`src/ght_pkg.sv`:
```
`timescale 1ns / 1ps
// ght_pkg: shared widths, operation and status codes and the result record
// for the generational handle table; no dependencies

package ght_pkg;

  localparam int OP_W     = 2;
  localparam int VALUE_W  = 32;
  localparam int HANDLE_W = 32;
  localparam int STATUS_W = 2;
  localparam int LIVE_W   = 9;

  localparam int DEF_SLOTS      = 256;
  localparam int DEF_GEN_BITS   = 16;
  localparam int DEF_VALUE_BITS = 32;

  localparam logic [OP_W-1:0] OP_CREATE  = 2'd0;
  localparam logic [OP_W-1:0] OP_DESTROY = 2'd1;
  localparam logic [OP_W-1:0] OP_LOOKUP  = 2'd2;

  localparam logic [STATUS_W-1:0] STATUS_OK   = 2'd0;
  localparam logic [STATUS_W-1:0] STATUS_NULL = 2'd1;
  localparam logic [STATUS_W-1:0] STATUS_FULL = 2'd2;
  localparam logic [STATUS_W-1:0] STATUS_BAD  = 2'd3;

  typedef struct packed {
    logic [HANDLE_W-1:0] new_handle;
    logic [VALUE_W-1:0]  found_value;
    logic [STATUS_W-1:0] status;
    logic [LIVE_W-1:0]   live_handles;
  } ght_result_t;

endpackage

```
`src/ght_out_stage.sv`:
```
`timescale 1ns / 1ps
// ght_out_stage: result register between the table sequencer and the output
// channel; depends on ght_pkg for the result record

module ght_out_stage (
  input  logic                              clk,
  input  logic                              rst_n,
  input  logic                              push,
  input  ght_pkg::ght_result_t              res,
  output logic                              space,
  output logic                              out_valid,
  input  logic                              out_stall,
  output logic [ght_pkg::HANDLE_W-1:0]      out_new_handle,
  output logic [ght_pkg::VALUE_W-1:0]       out_found_value,
  output logic [ght_pkg::STATUS_W-1:0]      out_status,
  output logic [ght_pkg::LIVE_W-1:0]        out_live_handles
);

  logic                 valid_r;
  logic                 valid_nxt;
  ght_pkg::ght_result_t data_r;

  // a new result may enter when the register is empty or being drained
  assign space = !valid_r || !out_stall;

  always_comb begin
    if (push) begin
      valid_nxt = 1'b1;
    end else if (out_stall) begin
      valid_nxt = valid_r;
    end else begin
      valid_nxt = 1'b0;
    end
  end

  always_ff @(posedge clk) begin
    if (!rst_n) begin
      valid_r <= 1'b0;
    end else begin
      valid_r <= valid_nxt;
      if (push) begin
        data_r <= res;
      end
    end
  end

  assign out_valid        = valid_r;
  assign out_new_handle   = data_r.new_handle;
  assign out_found_value  = data_r.found_value;
  assign out_status       = data_r.status;
  assign out_live_handles = data_r.live_handles;

endmodule
```
`config.mk`:
```
export PLATFORM = sky130hd
export DESIGN_NAME = ght_out_stage
export DESIGN_NICKNAME = d
export VERILOG_FILES = /design/src/ght_pkg.sv /design/src/ght_out_stage.sv
export SDC_FILE = /design/constraint.sdc
export NUM_CORES = 1
export LEC_CHECK = 0
export ABC_AREA = 1
export BUFFER_PORTS_ARGS = -buffer_cell sky130_fd_sc_hd__buf_2
export CORE_UTILIZATION = 37
export CTS_CLUSTER_DIAMETER = 100
export DETAILED_ROUTE_END_ITERATION = 16
export GPL_TIMING_DRIVEN = 1
export PLACE_DENSITY = 0.78
export SETUP_SLACK_MARGIN = 0.1
export SLEW_MARGIN = 40
export SYNTH_ARGS = -nofsm -noshare
export SYNTH_HDL_FRONTEND = slang
export SYNTH_SLANG_ARGS = --single-unit
```
`constraint.sdc`:
```
create_clock -name clk -period 1.98 [get_ports clk]
set_input_delay 0.099 -clock clk [delete_from_list [all_inputs] [get_ports clk]]
set_output_delay 0.099 -clock clk [all_outputs]
set_load 0.03 [all_outputs]
```
Word level (Yosys, flattened, before mapping)

Index checks and enable logic that the tools add are counted.

Register bits: 76
Bits of input ports: 79
Output and inout port bits: 77
Word-level logic and storage cells: 12

Equal/unequal tests: 1
Mux-type cells: 2
Reduce and logical (&&, ||, !) cells: 4

Operators by type and width:

| cell                                          | number |
|---|---|
| zero test 1 bit                               | 2 |
| two-way mux 1 bit                             | 2 |
| inequality test 2 bit (second input constant) | 1 |
| AND reduction 2 bit                           | 1 |
| logical OR 1 bit                              | 1 |

Depth between registers and ports, before layout

Depth in word-level cells: 2
Depth in mapped cells: 2
Gate-level depth less buffers: 2

Worst setup path after synthesis

Ideal clock, no wire load.

Path kind: input port to flip-flop
From: input rst_n
To: register data_r, in the netlist out_found_value[0] (enable)
Setup time: 0.429 ns
Arrival time: 1.615 ns
Required time: 1.551 ns
Slack: -0.064 ns
Cell stages on the path: 2
Buffers on the path: 0
Cells stage by stage: nand2_1 inv_1

Word-level cells in the longest chain between the ends: 1

RTL lines:

| what                                 | line                | RTL |
|---|---|---|
| start, declared                      | ght_out_stage.sv:7  | `input logic rst_n,` |
| AND reduction 2 bit (no source line) | n/a                 |  |
| end signal, assigned                 | ght_out_stage.sv:42 | `data_r <= res;` |
| end, declared                        | ght_out_stage.sv:21 | `ght_pkg::ght_result_t data_r;` |

Every way passes these cells.
A chain may end at the register's enable or synchronous reset.

Worst setup path in the final report

From: input rst_n
To: register data_r, in the netlist out_found_value[6] (enable)

The elaborated chain is that of the path after synthesis.

==> impl_metrics.yaml <==
outcome:
  outcome: "completed"
sta:
  timing.fmax_mhz: 697
  max_slew_margin: 0.667
  setup_ws_ns: 0.545
  tns_ns: 0
  drv_slew: 0
  min_period_ns: 1.43
  rsz0062_at_grt: "no"
  final.setup_skew_ns: 0
  setup_viol: 0
  tightest_slew_ns: 0.499
  finalHoldViolCount: 0
  min_period_over_period: 0.725
worst_hold_path:
  hold_depth: 3
  hp-start: "push"
  holdCritPathClass: "input port to flip-flop"
  min_to: "out_valid$_SDFFE_PN0P_"
worst_setup_path:
  worstPathArrival_ns: 1.41
  setup.worst_path.start_class: "input port"
  cp_slowest_stage_delay_ns: 0.52
  r2r_slack_ns: 0.89
  cp_slowest_cell: "dlygate4sd3_1"
  cp_cell_sequence: "dlygate4sd3_1 > buf_2 > nand2_1 > clkinvlp_4 > buf_4"
  r2r_start: "out_valid$_SDFFE_PN0P_"
  cp_max_fo: 42
  rr_worst_depth: 3
  crit_buf_inv: 4
  crit_family: "buffers and inverters"
  cp-end-kind: "flip-flop"
  reg2reg_to: "out_valid$_SDFFE_PN0P_"
  crit_type: "input port to flip-flop"
  worst-path-stages: 5
  crit_required_ns: 1.95
clock_tree:
  post-cts-setup-buffer-count: 0
  cts_buffers: 9
  cts.sinks: 76
  cts_tree: "yes"
  clk_pin_slew_worst_paths_ns: 0.08
  ctsResizeCount: 0
  htreeDepth: 3
  worstSkewPairLatency_ns: 0.34
  cts_root_buffer: "clkbuf_8"
  cts_hold_repair.buffers: 77
  clk_path_buf_depth: 2
global_routing:
  grt_pass1_wl_mm: 8.86
  track_usage: 0.197
  overflow: 0
  grt_pass1_vias: 1837
  grt_max_degree: 43
  antenna_found_initial: 0
yosys:
  synth_nets: 160
  syn_inst: 81
  yosys_register_bits: 76
  synth_seq_area_share: 0.991
  synth_area_um2: 2290
  avgSynthCellArea_um2: 28.3
  yosys_warnings: 0
  ys_types: 5
drt:
  drt_wl_total_mm: 6.17
  first_pass_iters: 4
  m1WireLength_mm: 2.16
  vias: 1754
  detail-route-antenna-nets: 0
  met2WireLength_mm: 3.46
  met3_length_um: 522
  vias_per_cell: 4.32
  drcViolationCount: 0
  wl_per_cell_um: 15.2
  highest_layer: "met4"
  drt_iter0_drc: 45
power:
  p_per_area_nw_per_um2: 873
  p_leak_uw: 0.00175
  peakVddDrop_uv: 601
finish:
  nNetsFinal: 405
  drive_above_1_share: 0.523
  diodes: 0
  fin_cells: 406
  design_area_um2: 4150
  multi_input_area_um2: 16.3
  ff_latch_area_um2: 2270
  fin_util: 0.697
  area_growth_pct: 81.0
  fillers: 413
floorplan:
  initial_core_util: 0.385
  die_w_um: 80.7
  die_h_um: 80.7
  core-area_um2: 5960
  io_pins: 156
  dieArea_um2: 6510
  row_count: 28
placed_design:
  placed_area_um2: 3180
  numPortBuffers: 155
  place.gp.congestion: 0.728
  dp_slack_ns: 0.781
  dp.cells: 313
run:
  max_cap_violations: 0
[layer usage]
layer | vias to the layer above | track usage
li1 | 814 | -
met5 | - | 0
met1 | 829 | 0.201
met4 | 0 | 0.0911
met3 | 2 | 0.0727
met2 | 109 | 0.355
[worst max path at each step]
stage	from	endpoint	slack [ns]
after floorplan	rst_n	out_found_value[0]$_DFFE_PP_	0.29
after global placement	rst_n	out_new_handle[31]$_DFFE_PP_	0.83
after detailed placement	rst_n	out_found_value[13]$_DFFE_PP_	0.78
after CTS	rst_n	out_new_handle[12]$_DFFE_PP_	0.61
after global routing	rst_n	out_new_handle[12]$_DFFE_PP_	0.49
final	rst_n	out_found_value[6]$_DFFE_PP_	0.55
[layout make-up]
type | count | share of cell area
Timing Repair Buffer | 234 | 0.376
Inverter | 1 | 0.00181
Clock buffer | 9 | 0.0299
Tap cell | 75 | 0.0226
Multi-Input combinational cell | 4 | 0.00392
Clock inverter | 7 | 0.0178
Sequential cell | 76 | 0.548
[stage by stage]
stage          total power [uW]  hold WS [ns]
2_1_floorplan              2200         0.198
4_1_cts                    3640        0.0239
6_report                   3620        0.0464
3_5_place_dp               2380         0.277
3_3_place_gp               2370         0.276
5_1_grt                    3750        0.0764
[power breakdown]
group          internal, uW  total (uW)  switching, uW  leakage [uW]
sequential             1890        1920           29.7      0.000712
clock                   586        1150            564     0.0000899
combinational           224         554            331      0.000949
total                  2700        3620            924       0.00175
[cells by family after synthesis]
logic type    Yosys count  share of synthesized area
flops                  76                      0.991
simple gates            4                    0.00709
buf+inv                 1                    0.00164
[sequential cells by signal (all words and copies together) (netlist names)]
register	flops
out_new_handle	32
out_live_handles	9
out_valid	1
out_status	2
out_found_value	32
[worst min-delay path, delay by kind of cell]
family                 cells  cell delay [ns]
and+or+nand+nor            2             0.19
buffers and inverters      1             0.07
[placed cells by master, fill, tap and decap left out, types with 2 or more instances in the layout]
cell and count:
dlygate4sd3_1 77, edfxtp_1 75, clkinvlp_4 4, buf_2 155
clkbuf_8 9, nand2_1 3, buf_4 2, inv_6 2
[Yosys cell counts, drive strengths merged]
master / n / share of area
dfxtp: 1 / 0.0087
edfxtp: 75 / 0.98
inv: 1 / 0.0016
nand2: 3 / 0.0049
nand3: 1 / 0.0022
Note: power is estimated with default switching activity, not from simulation.
